$ cat config.mk
export PLATFORM = sky130hd
export DESIGN_NAME = writer_preferring_rwlock_arbiter_flat
export DESIGN_NICKNAME = d
export VERILOG_FILES = /design/src/rtl/core/rwl_pkg.sv /design/src/rtl/core/rwl_ifs.sv /design/src/rtl/core/rwl_ram.sv /design/src/rtl/core/rwl_ctl.sv /design/src/rtl/core/rwl_datapath.sv /design/src/rtl/core/writer_preferring_rwlock_arbiter.sv /design/src/flat_wrapper.sv
export SDC_FILE = /design/constraint.sdc
export NUM_CORES = 1
export LEC_CHECK = 0
export BUFFER_PORTS_ARGS = -buffer_cell sky130_fd_sc_hd__buf_2
export CAP_MARGIN = 20
export CORE_AREA = 2 2 121 123
export DETAILED_ROUTE_END_ITERATION = 10
export DIE_AREA = 0 0 123 125
export PLACE_DENSITY = 0.71
export SYNTH_ARGS = -nofsm -noshare
export SYNTH_HDL_FRONTEND = slang
export SYNTH_SLANG_ARGS = --single-unit
$ cat constraint.sdc
create_clock -name i_clk -period 3.73 [get_ports i_clk]
set_input_delay 0.1865 -clock i_clk [delete_from_list [all_inputs] [get_ports i_clk]]
set_output_delay 0.1865 -clock i_clk [all_outputs]
set_load 0.05 [all_outputs]
$ cat src/rtl/core/rwl_pkg.sv
// Shared constants, codes and control types of the reader-writer lock arbiter.
// Used by every file of the block but rwl_ram; depends on nothing.
package rwl_pkg;

    localparam int NUM_TASKS     = 16;
    localparam int MAX_RECURSION = 255;

    localparam int TASK_W    = 4;
    localparam int TASK_SPAN = 2 ** TASK_W;
    localparam int CMD_W     = 2;
    localparam int EVENT_W   = 3;
    localparam int COUNT_W   = 5;
    localparam int COUNT_MAX = 2 ** COUNT_W - 1;
    localparam int QIDX_W    = $clog2(NUM_TASKS);
    localparam int QFILL_W   = $clog2(NUM_TASKS + 1);
    localparam int DEPTH_W   = $clog2(MAX_RECURSION + 1);

    typedef enum logic [CMD_W-1:0] {
        CMD_SH_ACQUIRE = 2'd0,
        CMD_SH_RELEASE = 2'd1,
        CMD_EX_ACQUIRE = 2'd2,
        CMD_EX_RELEASE = 2'd3
    } t_command;

    typedef enum logic [EVENT_W-1:0] {
        EV_GRANT = 3'd0,
        EV_WAIT  = 3'd1,
        EV_DONE  = 3'd2,
        EV_ERROR = 3'd3,
        EV_WOKEN = 3'd4
    } t_event;

    typedef enum logic [1:0] {
        ST_IDLE,
        ST_DECIDE,
        ST_HANDOFF,
        ST_WAKE
    } t_state;

    // Commands from the controller to the datapath.
    typedef struct packed {
        logic take;
        logic apply;
        logic emit_woken;
        logic wake_step;
    } t_ctl_cmd;

    // Status from the datapath to the controller.
    typedef struct packed {
        logic out_free;
        logic handoff;
        logic wake;
        logic wake_last;
        logic owner_held;
        logic readers_held;
        logic queue_busy;
    } t_dp_status;

endpackage

$ cat src/rtl/core/rwl_ifs.sv
// Handshake channels of the lock arbiter: request, result and configuration.
// Depends on rwl_pkg for the field widths.
interface rwl_req_if;
    logic                         valid;
    logic                         ready;
    logic [rwl_pkg::CMD_W-1:0]    command;
    logic [rwl_pkg::TASK_W-1:0]   requester;

    modport source (output valid, output command, output requester, input ready);
    modport sink   (input valid, input command, input requester, output ready);
endinterface

interface rwl_res_if;
    logic                         valid;
    logic                         ready;
    logic [rwl_pkg::EVENT_W-1:0]  event_res;
    logic [rwl_pkg::TASK_W-1:0]   task_res;
    logic                         last;

    modport source (output valid, output event_res, output task_res, output last,
                    input ready);
    modport sink   (input valid, input event_res, input task_res, input last,
                    output ready);
endinterface

interface rwl_cfg_if;
    logic valid;
    logic ready;
    logic data;

    modport source (output valid, output data, input ready);
    modport sink   (input valid, input data, output ready);
endinterface

$ cat src/rtl/core/rwl_ram.sv
// Generic single-write, single-read RAM with registered read data.
// Self-contained; used for the waiting-writer queue.
module rwl_ram #(
    parameter int WIDTH = 4,
    parameter int DEPTH = 16
) (
    input  logic                       i_clk,
    input  logic                       i_we,
    input  logic [$clog2(DEPTH)-1:0]   i_waddr,
    input  logic [WIDTH-1:0]           i_wdata,
    input  logic [$clog2(DEPTH)-1:0]   i_raddr,
    output logic [WIDTH-1:0]           o_rdata
);

    logic [WIDTH-1:0] r_mem [DEPTH];
    logic [WIDTH-1:0] r_rdata;

    always_ff @(posedge i_clk) begin
        if (i_we) begin
            r_mem[i_waddr] <= i_wdata;
        end
        r_rdata <= r_mem[i_raddr];
    end

    assign o_rdata = r_rdata;

endmodule

$ cat src/rtl/core/rwl_ctl.sv
// Sequencing state machine of the lock arbiter.
// Depends on rwl_pkg; drives the datapath through t_ctl_cmd.
module rwl_ctl (
    input  logic                i_clk,
    input  logic                i_rst_n,
    input  logic                i_req_valid,
    input  rwl_pkg::t_dp_status i_status,
    output logic                o_in_ready,
    output rwl_pkg::t_ctl_cmd   o_cmd
);

    rwl_pkg::t_state r_state;
    rwl_pkg::t_state n_state;

    always_ff @(posedge i_clk) begin
        if (!i_rst_n) begin
            r_state <= rwl_pkg::ST_IDLE;
        end else begin
            r_state <= n_state;
        end
    end

    always_comb begin
        n_state = r_state;
        unique case (r_state)
            rwl_pkg::ST_IDLE: begin
                if (i_req_valid) begin
                    n_state = rwl_pkg::ST_DECIDE;
                end
            end
            rwl_pkg::ST_DECIDE: begin
                if (i_status.out_free) begin
                    if (i_status.handoff) begin
                        n_state = rwl_pkg::ST_HANDOFF;
                    end else if (i_status.wake) begin
                        n_state = rwl_pkg::ST_WAKE;
                    end else begin
                        n_state = rwl_pkg::ST_IDLE;
                    end
                end
            end
            rwl_pkg::ST_HANDOFF: begin
                if (i_status.out_free) begin
                    n_state = rwl_pkg::ST_IDLE;
                end
            end
            rwl_pkg::ST_WAKE: begin
                if (i_status.out_free && i_status.wake_last) begin
                    n_state = rwl_pkg::ST_IDLE;
                end
            end
            default: n_state = rwl_pkg::ST_IDLE;
        endcase
    end

    always_comb begin
        o_in_ready       = 1'b0;
        o_cmd            = '0;
        unique case (r_state)
            rwl_pkg::ST_IDLE: begin
                o_in_ready = 1'b1;
                o_cmd.take = i_req_valid;
            end
            rwl_pkg::ST_DECIDE:  o_cmd.apply      = i_status.out_free;
            rwl_pkg::ST_HANDOFF: o_cmd.emit_woken = i_status.out_free;
            rwl_pkg::ST_WAKE:    o_cmd.wake_step  = i_status.out_free;
            default: o_cmd = '0;
        endcase
    end

endmodule

$ cat src/rtl/core/rwl_datapath.sv
// Lock state, request decoder, writer queue and result register.
// Depends on rwl_pkg and rwl_ram; commanded by rwl_ctl.
module rwl_datapath (
    input  logic                        i_clk,
    input  logic                        i_rst_n,
    input  rwl_pkg::t_ctl_cmd           i_cmd,
    input  logic                        i_cfg_we,
    input  logic                        i_cfg_data,
    input  logic [rwl_pkg::CMD_W-1:0]   i_command,
    input  logic [rwl_pkg::TASK_W-1:0]  i_requester,
    input  logic                        i_out_ready,
    output logic                        o_out_valid,
    output logic [rwl_pkg::EVENT_W-1:0] o_event_res,
    output logic [rwl_pkg::TASK_W-1:0]  o_task_res,
    output logic                        o_last,
    output rwl_pkg::t_dp_status         o_status
);

    typedef enum logic [3:0] {
        ACT_ERROR,
        ACT_RD_GRANT,
        ACT_RD_WAIT,
        ACT_RD_DONE,
        ACT_RD_HANDOFF,
        ACT_WR_REGRANT,
        ACT_WR_GRANT,
        ACT_WR_WAIT,
        ACT_WR_DEPTH,
        ACT_WR_FREE,
        ACT_WR_HANDOFF,
        ACT_WR_WAKE
    } t_action;

    logic                          r_rec_mode;
    rwl_pkg::t_command             r_req_cmd;
    logic [rwl_pkg::TASK_W-1:0]    r_req_task;
    logic [rwl_pkg::COUNT_W-1:0]   r_rc;
    logic [rwl_pkg::COUNT_W-1:0]   r_wc;
    logic                          r_owner_valid;
    logic [rwl_pkg::TASK_W-1:0]    r_owner_task;
    logic [rwl_pkg::DEPTH_W-1:0]   r_depth;
    logic [rwl_pkg::QIDX_W-1:0]    r_head;
    logic [rwl_pkg::QFILL_W-1:0]   r_fill;
    logic [rwl_pkg::TASK_SPAN-1:0] r_waiting;
    logic [rwl_pkg::TASK_SPAN-1:0] r_queued;
    logic                          r_out_valid;
    rwl_pkg::t_event               r_out_event;
    logic [rwl_pkg::TASK_W-1:0]    r_out_task;
    logic                          r_out_last;

    t_action                       act;
    logic                          blocked;
    logic                          is_owner;
    logic                          queue_full;
    logic [rwl_pkg::DEPTH_W-1:0]   depth_base;
    logic [rwl_pkg::QIDX_W:0]      tail_sum;
    logic [rwl_pkg::QIDX_W-1:0]    tail;
    logic [rwl_pkg::QIDX_W-1:0]    head_next;
    logic [rwl_pkg::TASK_W-1:0]    head_task;
    logic                          pop;
    logic [rwl_pkg::TASK_W-1:0]    wake_idx;
    logic [rwl_pkg::TASK_SPAN-1:0] wake_rest;
    logic                          wake_last;
    rwl_pkg::t_event               first_event;
    logic                          first_last;
    logic                          emit;

    // The queue is read at the head every cycle; the registered word is
    // current by the decide step because nothing is written on the accept edge.
    rwl_ram #(
        .WIDTH (rwl_pkg::TASK_W),
        .DEPTH (rwl_pkg::NUM_TASKS)
    ) u_queue (
        .i_clk   (i_clk),
        .i_we    (i_cmd.apply && (act == ACT_WR_WAIT)),
        .i_waddr (tail),
        .i_wdata (r_req_task),
        .i_raddr (r_head),
        .o_rdata (head_task)
    );

    assign tail_sum  = (rwl_pkg::QIDX_W+1)'(r_head) + (rwl_pkg::QIDX_W+1)'(r_fill);
    assign tail      = (int'(tail_sum) >= rwl_pkg::NUM_TASKS)
                     ? rwl_pkg::QIDX_W'(int'(tail_sum) - rwl_pkg::NUM_TASKS)
                     : rwl_pkg::QIDX_W'(tail_sum);
    assign head_next = (int'(r_head) == rwl_pkg::NUM_TASKS - 1)
                     ? '0 : r_head + 1'b1;

    assign blocked    = r_waiting[r_req_task] || r_queued[r_req_task]
                     || (int'(r_req_task) >= rwl_pkg::NUM_TASKS);
    assign is_owner   = r_owner_valid && (r_owner_task == r_req_task);
    assign queue_full = int'(r_fill) >= rwl_pkg::NUM_TASKS;
    assign depth_base = (r_depth == '0) ? rwl_pkg::DEPTH_W'(1) : r_depth;

    // Request decoder.
    always_comb begin
        act = ACT_ERROR;
        if (!blocked) begin
            unique case (r_req_cmd)
                rwl_pkg::CMD_SH_ACQUIRE: begin
                    if (r_wc != '0) begin
                        act = ACT_RD_WAIT;
                    end else if (int'(r_rc) == rwl_pkg::COUNT_MAX) begin
                        act = ACT_ERROR;
                    end else begin
                        act = ACT_RD_GRANT;
                    end
                end
                rwl_pkg::CMD_SH_RELEASE: begin
                    if (r_rc == '0) begin
                        act = ACT_ERROR;
                    end else if (r_rc == rwl_pkg::COUNT_W'(1) && r_wc != '0
                                 && r_fill != '0 && !r_owner_valid) begin
                        act = ACT_RD_HANDOFF;
                    end else begin
                        act = ACT_RD_DONE;
                    end
                end
                rwl_pkg::CMD_EX_ACQUIRE: begin
                    if (is_owner) begin
                        if (!r_rec_mode || int'(depth_base) >= rwl_pkg::MAX_RECURSION) begin
                            act = ACT_ERROR;
                        end else begin
                            act = ACT_WR_REGRANT;
                        end
                    end else if (int'(r_wc) == rwl_pkg::COUNT_MAX || queue_full) begin
                        act = ACT_ERROR;
                    end else if (!r_owner_valid && r_rc == '0 && r_fill == '0) begin
                        act = ACT_WR_GRANT;
                    end else begin
                        act = ACT_WR_WAIT;
                    end
                end
                rwl_pkg::CMD_EX_RELEASE: begin
                    if (!is_owner) begin
                        act = ACT_ERROR;
                    end else if (r_rec_mode && r_depth > rwl_pkg::DEPTH_W'(1)) begin
                        act = ACT_WR_DEPTH;
                    end else if (r_fill != '0) begin
                        act = ACT_WR_HANDOFF;
                    end else if (r_waiting == '0) begin
                        act = ACT_WR_FREE;
                    end else begin
                        act = ACT_WR_WAKE;
                    end
                end
                default: act = ACT_ERROR;
            endcase
        end
    end

    always_comb begin
        case (act) inside
            ACT_ERROR: first_event = rwl_pkg::EV_ERROR;
            ACT_RD_GRANT, ACT_WR_GRANT, ACT_WR_REGRANT: first_event = rwl_pkg::EV_GRANT;
            ACT_RD_WAIT, ACT_WR_WAIT: first_event = rwl_pkg::EV_WAIT;
            default: first_event = rwl_pkg::EV_DONE;
        endcase
    end

    assign first_last = !((act == ACT_RD_HANDOFF) || (act == ACT_WR_HANDOFF)
                       || (act == ACT_WR_WAKE));
    assign pop        = i_cmd.apply && ((act == ACT_RD_HANDOFF) || (act == ACT_WR_HANDOFF));

    // Lowest waiting reader is woken first.
    always_comb begin
        wake_idx = '0;
        for (int i = rwl_pkg::TASK_SPAN - 1; i >= 0; i--) begin
            if (r_waiting[i]) begin
                wake_idx = rwl_pkg::TASK_W'(i);
            end
        end
    end

    assign wake_rest = r_waiting & (r_waiting - 1'b1);
    assign wake_last = (wake_rest == '0);

    assign emit = i_cmd.apply || i_cmd.emit_woken || i_cmd.wake_step;

    always_ff @(posedge i_clk) begin
        if (!i_rst_n) begin
            r_rec_mode    <= 1'b0;
            r_rc          <= '0;
            r_wc          <= '0;
            r_owner_valid <= 1'b0;
            r_owner_task  <= '0;
            r_depth       <= '0;
            r_head        <= '0;
            r_fill        <= '0;
            r_waiting     <= '0;
            r_queued      <= '0;
            r_out_valid   <= 1'b0;
        end else begin
            if (i_cfg_we) begin
                r_rec_mode <= i_cfg_data;
            end

            if (emit) begin
                r_out_valid <= 1'b1;
            end else if (i_out_ready) begin
                r_out_valid <= 1'b0;
            end

            if (i_cmd.apply) begin
                case (act) inside
                    ACT_RD_GRANT: r_rc <= r_rc + 1'b1;
                    ACT_RD_WAIT:  r_waiting[r_req_task] <= 1'b1;
                    ACT_RD_DONE, ACT_RD_HANDOFF: r_rc <= r_rc - 1'b1;
                    ACT_WR_REGRANT: r_depth <= depth_base + 1'b1;
                    ACT_WR_GRANT: begin
                        r_wc          <= r_wc + 1'b1;
                        r_owner_valid <= 1'b1;
                        r_owner_task  <= r_req_task;
                        r_depth       <= rwl_pkg::DEPTH_W'(r_rec_mode);
                    end
                    ACT_WR_WAIT: begin
                        r_wc                 <= r_wc + 1'b1;
                        r_fill               <= r_fill + 1'b1;
                        r_queued[r_req_task] <= 1'b1;
                    end
                    ACT_WR_DEPTH: r_depth <= r_depth - 1'b1;
                    ACT_WR_FREE, ACT_WR_WAKE: begin
                        r_owner_valid <= 1'b0;
                        r_owner_task  <= '0;
                        r_depth       <= '0;
                        if (r_wc != '0) begin
                            r_wc <= r_wc - 1'b1;
                        end
                    end
                    ACT_WR_HANDOFF: begin
                        if (r_wc != '0) begin
                            r_wc <= r_wc - 1'b1;
                        end
                    end
                    default: ;
                endcase
                // An atomic hand-off passes ownership straight to the head writer.
                if (pop) begin
                    r_owner_valid       <= 1'b1;
                    r_owner_task        <= head_task;
                    r_depth             <= rwl_pkg::DEPTH_W'(r_rec_mode);
                    r_head              <= head_next;
                    r_fill              <= r_fill - 1'b1;
                    r_queued[head_task] <= 1'b0;
                end
            end

            if (i_cmd.wake_step) begin
                r_waiting <= wake_rest;
                if (int'(r_rc) != rwl_pkg::COUNT_MAX) begin
                    r_rc <= r_rc + 1'b1;
                end
            end
        end
    end

    // Request and result payloads.
    always_ff @(posedge i_clk) begin
        if (i_cmd.take) begin
            r_req_cmd  <= rwl_pkg::t_command'(i_command);
            r_req_task <= i_requester;
        end
        if (i_cmd.apply) begin
            r_out_event <= first_event;
            r_out_task  <= r_req_task;
            r_out_last  <= first_last;
        end else if (i_cmd.emit_woken) begin
            r_out_event <= rwl_pkg::EV_WOKEN;
            r_out_task  <= r_owner_task;
            r_out_last  <= 1'b1;
        end else if (i_cmd.wake_step) begin
            r_out_event <= rwl_pkg::EV_WOKEN;
            r_out_task  <= wake_idx;
            r_out_last  <= wake_last;
        end
    end

    assign o_out_valid = r_out_valid;
    assign o_event_res = r_out_event;
    assign o_task_res  = r_out_task;
    assign o_last      = r_out_last;

    assign o_status.out_free     = !r_out_valid || i_out_ready;
    assign o_status.handoff      = (act == ACT_RD_HANDOFF) || (act == ACT_WR_HANDOFF);
    assign o_status.wake         = (act == ACT_WR_WAKE);
    assign o_status.wake_last    = wake_last;
    assign o_status.owner_held   = r_owner_valid;
    assign o_status.readers_held = (r_rc != '0);
    assign o_status.queue_busy   = (r_fill != '0);

endmodule

$ cat src/rtl/core/writer_preferring_rwlock_arbiter.sv
// Top level of the writer-preferring reader-writer lock arbiter.
// Depends on rwl_pkg, the rwl_ifs channels, rwl_ctl, rwl_datapath and rwl_ram.
//
//   Channel   Direction  Payload                          Handshake
//   i_req     in         command, requester               valid / ready
//   o_res     out        event_res, task_res, last        valid / ready
//   i_cfg     in         data (recursive mode)            valid / ready (always ready)
//
// An item is accepted in the idle state and then decided in the decide state; each
// further result of a release (the woken writer, or each woken reader in ascending
// task order) is emitted from the hand-off or the wake state.
// The decide step and every later result wait while the output register is full
// and not taken; the next item can be accepted while the last result is waiting.
// Reset is synchronous and active low; it clears all lock state and needs no
// clearing pass, since the writer queue is only read at entries written before.
module writer_preferring_rwlock_arbiter (
    input logic     i_clk,
    input logic     i_rst_n,
    rwl_req_if.sink i_req,
    rwl_res_if.source o_res,
    rwl_cfg_if.sink i_cfg
);

    rwl_pkg::t_ctl_cmd   ctl_cmd;
    rwl_pkg::t_dp_status dp_status;
    logic                in_ready;

    // The configuration register takes a write in any cycle.
    assign i_cfg.ready = 1'b1;
    assign i_req.ready = in_ready;

    // The controller walks accept, decide and the run of extra results.
    rwl_ctl u_ctl (
        .i_clk       (i_clk),
        .i_rst_n     (i_rst_n),
        .i_req_valid (i_req.valid),
        .i_status    (dp_status),
        .o_in_ready  (in_ready),
        .o_cmd       (ctl_cmd)
    );

    // The datapath holds the counts, owner, queue and waiting-reader bitmap.
    rwl_datapath u_dp (
        .i_clk       (i_clk),
        .i_rst_n     (i_rst_n),
        .i_cmd       (ctl_cmd),
        .i_cfg_we    (i_cfg.valid),
        .i_cfg_data  (i_cfg.data),
        .i_command   (i_req.command),
        .i_requester (i_req.requester),
        .i_out_ready (o_res.ready),
        .o_out_valid (o_res.valid),
        .o_event_res (o_res.event_res),
        .o_task_res  (o_res.task_res),
        .o_last      (o_res.last),
        .o_status    (dp_status)
    );

    // Only one item is in work at a time.
    a_one_item: assert property (@(posedge i_clk) disable iff (!i_rst_n)
        (i_req.valid && i_req.ready) |=> !i_req.ready)
        else $error("request accepted while another is in work");

    // While a run of results is incomplete no new item is taken.
    a_run_blocks_input: assert property (@(posedge i_clk) disable iff (!i_rst_n)
        (o_res.valid && !o_res.last) |-> !i_req.ready)
        else $error("request accepted during a run of results");

    // A writer and readers never hold the lock together.
    a_exclusive: assert property (@(posedge i_clk) disable iff (!i_rst_n)
        !(dp_status.owner_held && dp_status.readers_held))
        else $error("owner and readers hold the lock together");

    // Queued writers always wait behind a holder.
    a_queue_behind_holder: assert property (@(posedge i_clk) disable iff (!i_rst_n)
        dp_status.queue_busy |-> (dp_status.owner_held || dp_status.readers_held))
        else $error("writers queued on a free lock");

endmodule

$ cat src/flat_wrapper.sv
// flat-port wrapper written by rule: the top's interface ports become plain ports
module writer_preferring_rwlock_arbiter_flat 
  (i_clk, i_rst_n, i_req_valid, i_req_command, i_req_requester, i_req_ready, o_res_valid, o_res_event_res, o_res_task_res, o_res_last, o_res_ready, i_cfg_valid, i_cfg_data, i_cfg_ready);
  rwl_req_if i_req_i ();
  rwl_res_if o_res_i ();
  rwl_cfg_if i_cfg_i ();
  input logic i_clk;
  input logic i_rst_n;
  input wire logic [$bits(i_req_i.valid)-1:0] i_req_valid;
  input wire logic [$bits(i_req_i.command)-1:0] i_req_command;
  input wire logic [$bits(i_req_i.requester)-1:0] i_req_requester;
  output wire logic [$bits(i_req_i.ready)-1:0] i_req_ready;
  output wire logic [$bits(o_res_i.valid)-1:0] o_res_valid;
  output wire logic [$bits(o_res_i.event_res)-1:0] o_res_event_res;
  output wire logic [$bits(o_res_i.task_res)-1:0] o_res_task_res;
  output wire logic [$bits(o_res_i.last)-1:0] o_res_last;
  input wire logic [$bits(o_res_i.ready)-1:0] o_res_ready;
  input wire logic [$bits(i_cfg_i.valid)-1:0] i_cfg_valid;
  input wire logic [$bits(i_cfg_i.data)-1:0] i_cfg_data;
  output wire logic [$bits(i_cfg_i.ready)-1:0] i_cfg_ready;
  assign i_req_i.valid = i_req_valid;
  assign i_req_i.command = i_req_command;
  assign i_req_i.requester = i_req_requester;
  assign i_req_ready = i_req_i.ready;
  assign o_res_valid = o_res_i.valid;
  assign o_res_event_res = o_res_i.event_res;
  assign o_res_task_res = o_res_i.task_res;
  assign o_res_last = o_res_i.last;
  assign o_res_i.ready = o_res_ready;
  assign i_cfg_i.valid = i_cfg_valid;
  assign i_cfg_i.data = i_cfg_data;
  assign i_cfg_ready = i_cfg_i.ready;
  writer_preferring_rwlock_arbiter u_core (.i_clk(i_clk), .i_rst_n(i_rst_n), .i_req(i_req_i), .o_res(o_res_i), .i_cfg(i_cfg_i));
endmodule
==> results.toml <==
[logic_synthesis]
ys_seq_area_frac = 0.483
ys_ff_latch = 150
syn_inst = 750
synth_edf_count = 78
netlist_top_cells_count = "nor2_1 (89), edfxtp_1 (78), dfxtp_1 (72)"
syn_area_um2 = 7830
post-synth-top-area-cell = "edfxtp_1"
synthArstFlopShare = 0
synth_top_area_frac = 0.299
yosysMostFrequentCell = "nor2_1"
synth.area.top_cells = "edfxtp_1 (30%), dfxtp_1 (18%), mux4_2 (6.3%)"
syn-num-nets = 783
ys.flop_type = "edfxtp_1"
yosysWarningCount = 0
yosysUniqueCellTypes = 80
syn-mean-instance-area_um2 = 10.4

[critical_path]
startpoint = "u_core.u_dp.r_fill[1]$_SDFFE_PN0P_"
worstPathMaxFanout = 6
end_kind = "register"
cp.arrival_ps = 3770
worstSetupPathType = "reg2reg"
rr_worst_depth = 11
cp-start-kind = "register"
rr_startpoint = "u_core.u_dp.r_fill[1]$_SDFFE_PN0P_"
rrSetupSlack_ps = 320
r2r-end = "u_core.u_dp.r_fill[4]$_SDFFE_PN0P_"
required_ps = 4090

[timing]
whs_ps = 21.5
setup_viol = 0
setup_tns_ps = 0
period_share = 0.915
fmax_ghz = 0.293
fin_worst_skew_ps = 7.90
final_max_slew_viol_count = 0
fin_crit_ps = 3410
relSlewSlack = 0.393
final_hold_viol_count = 0
worst_pin_slew_ps = 910
rsz0062_at_grt = "false"

[drt]
vias_per_cell = 6.35
totalWireLength_mm = 19.5
drcViolationCount = 0
dr.first_iter.drc_count = 660
dr.pass1.iters = 7
vias = 6242
wl_per_cell_um = 19.9
antenna_left = 0

[hold_path]
hold_class = "in2reg"
hold_path_depth = 3
holdPathEnd = "u_core.u_dp.r_rec_mode$_SDFFE_PN0P_"
hold_start = "i_cfg_valid"

[die]
die_h_um = 125
initial_core_util = 0.551
pin_count = 23
rows = 44
fp.dieW_um = 123
die-area_um2 = 15400
core_um2 = 14200

[clocking]
clock_path_buffers = 2
clock_sinks = 150
cts_max_level = 4
cts_tree = "done"
clock_latency_ps = 430
root_buffer = "clkbuf_16"
cts_inserted_buffers = 17
path_clk_slew_ps = 70

[placed_design]
gp_congestion = 0.944
io_buffer_count = 21
dp_hpwl_mm = 13.8
post_dp_cell_area_um2 = 8210

[global_route]
grt_usage = 0.270
grt_pass1_wl_mm = 31.9
grt.overflow.total = 0
grt_pass1_vias = 6023
grt_start_max_net_pins = 38
antenna_found_initial = 0

[layout]
area_growth_pct = 13.5
insertedDiodeCount = 0
nets = 819
drive_above_1_share = 0.163
num-fill-cells = 1154
fin_area_um2 = 8880

[status]
status = "finished clean"

[power]
leakagePower_nw = 3.18
pwr_density_cell_nw_per_um2 = 460
ir_drop_mv = 0.403

[run]
drv_cap = 0
worst max-delay path by stage:
stage | endpoint | cells past startpoint
floorplan | u_core.u_dp.r_fill[4]$_SDFFE_PN0P_ | 15
global placement | u_core.u_dp.r_fill[4]$_SDFFE_PN0P_ | 11
detailed placement | u_core.u_dp.r_fill[4]$_SDFFE_PN0P_ | 11
CTS | u_core.u_dp.r_fill[4]$_SDFFE_PN0P_ | 13
global route | u_core.u_dp.r_fill[4]$_SDFFE_PN0P_ | 11
finish | u_core.u_dp.r_fill[4]$_SDFFE_PN0P_ | 11
registers in the layout (all words and copies together) (netlist names), 4 cells and up:
name	flops
u_core.u_dp.r_rc	5
u_core.u_dp.r_depth	8
u_core.u_dp.r_head	4
u_core.u_dp.o_task_res	4
u_core.u_dp.r_wc	5
u_core.u_dp.u_queue.r_mem	64
u_core.u_dp.u_queue.o_rdata	4
u_core.u_dp.r_req_task	4
u_core.u_dp.r_waiting	16
u_core.u_dp.r_owner_task	4
u_core.u_dp.r_queued	16
u_core.u_dp.r_fill	5
repair_timing:
| action | 4_1_cts | 5_1_grt |
|---|---|---|
| gates resized for setup | 0 | 2 |
| setup endpoints to repair | 0 | 1 |
| buffers inserted | 0 | 1 |
| hold buffers | 7 | 0 |
| hold endpoints to repair | 7 | 0 |
per-layer routing:
metal | wire (µm) | track usage
met4 | 430 | 0.0882
met5 | 0 | 0
met2 | 9650 | 0.441
met1 | 8330 | 0.359
met3 | 1130 | 0.0557
layout by cell type, fill, tap and decap left out, drive strengths merged, types with 4 or more instances in the layout:
cell          n
o211ai        7
xnor2        17
dfxtp        72
nand2b        8
inv          29
nor2         89
dlygate4sd3   7
a31oi        18
nand4         8
a22oi         5
nor4         12
o31ai         4
clkinv        5
nor2b         7
buf          55
clkbuf       17
o211a         5
and2          5
nand3        23
ha           19
o311ai        6
edfxtp       78
a21o          5
o21ai        42
and3          7
mux2i        10
or3           9
o22ai        13
a21oi        39
or4           5
nor3         37
mux4         22
nand2        39
a211oi        9
xor2          4
o21bai        4
a311oi        4
stage by stage:
stage	util	instances	power [W]	worst slack, ps
final	0.626	983	0.00409	316
after CTS	0.624	982	0.00409	163
after global placement	0.578	943	0.00239	278
after floorplan	-	750	0.00224	109
after global routing	0.626	983	0.00423	24.4
after detailed placement	0.578	943	0.00240	237
critical path, cell delays in order (launching register included):
cell and delay [ps]:
dfxtp_1 390, or4_1 620, nor2_2 210, nand4_1 270, and3_1 310, o211a_1 300, fa_1 480, a21o_1 180
a21oi_1 190, nor3_1 60, a21oi_1 150, mux2i_1 190
report_power, final:
group          leakage, nW  switching, W  total, W  internal [W]
Combinational         1.60      0.000373  0.000558      0.000185
Sequential            1.29     0.0000384   0.00182       0.00178
Clock                0.288      0.000759   0.00171      0.000949
area by class of cell:
cell class,count,area (µm²),share of cell area
inverters,21,78.8,0.00887
repair buffers,62,430,0.0484
multi-input cells,534,3770,0.424
flip-flops and latches,150,3780,0.426
well taps,184,230,0.0259
clock inverters,15,165,0.0186
clock buffers,17,425,0.0479
kinds of logic (layout without fill, tap and decap cells):
kind of cell | Yosys count | count (layout) | synth area share
and+or+nand+nor | 265 | 265 | 0.171
AOI/OAI and AO/OA | 191 | 191 | 0.170
DFF | 150 | 150 | 0.483
buffers and inverters | 66 | 115 | 0.0364
muxes | 32 | 32 | 0.0761
adders and majority gates | 24 | 24 | 0.0393
xor gates and xnor gates | 21 | 21 | 0.0235
other | 1 | 1 | 0.000479
(Power assumes the default switching activity.)
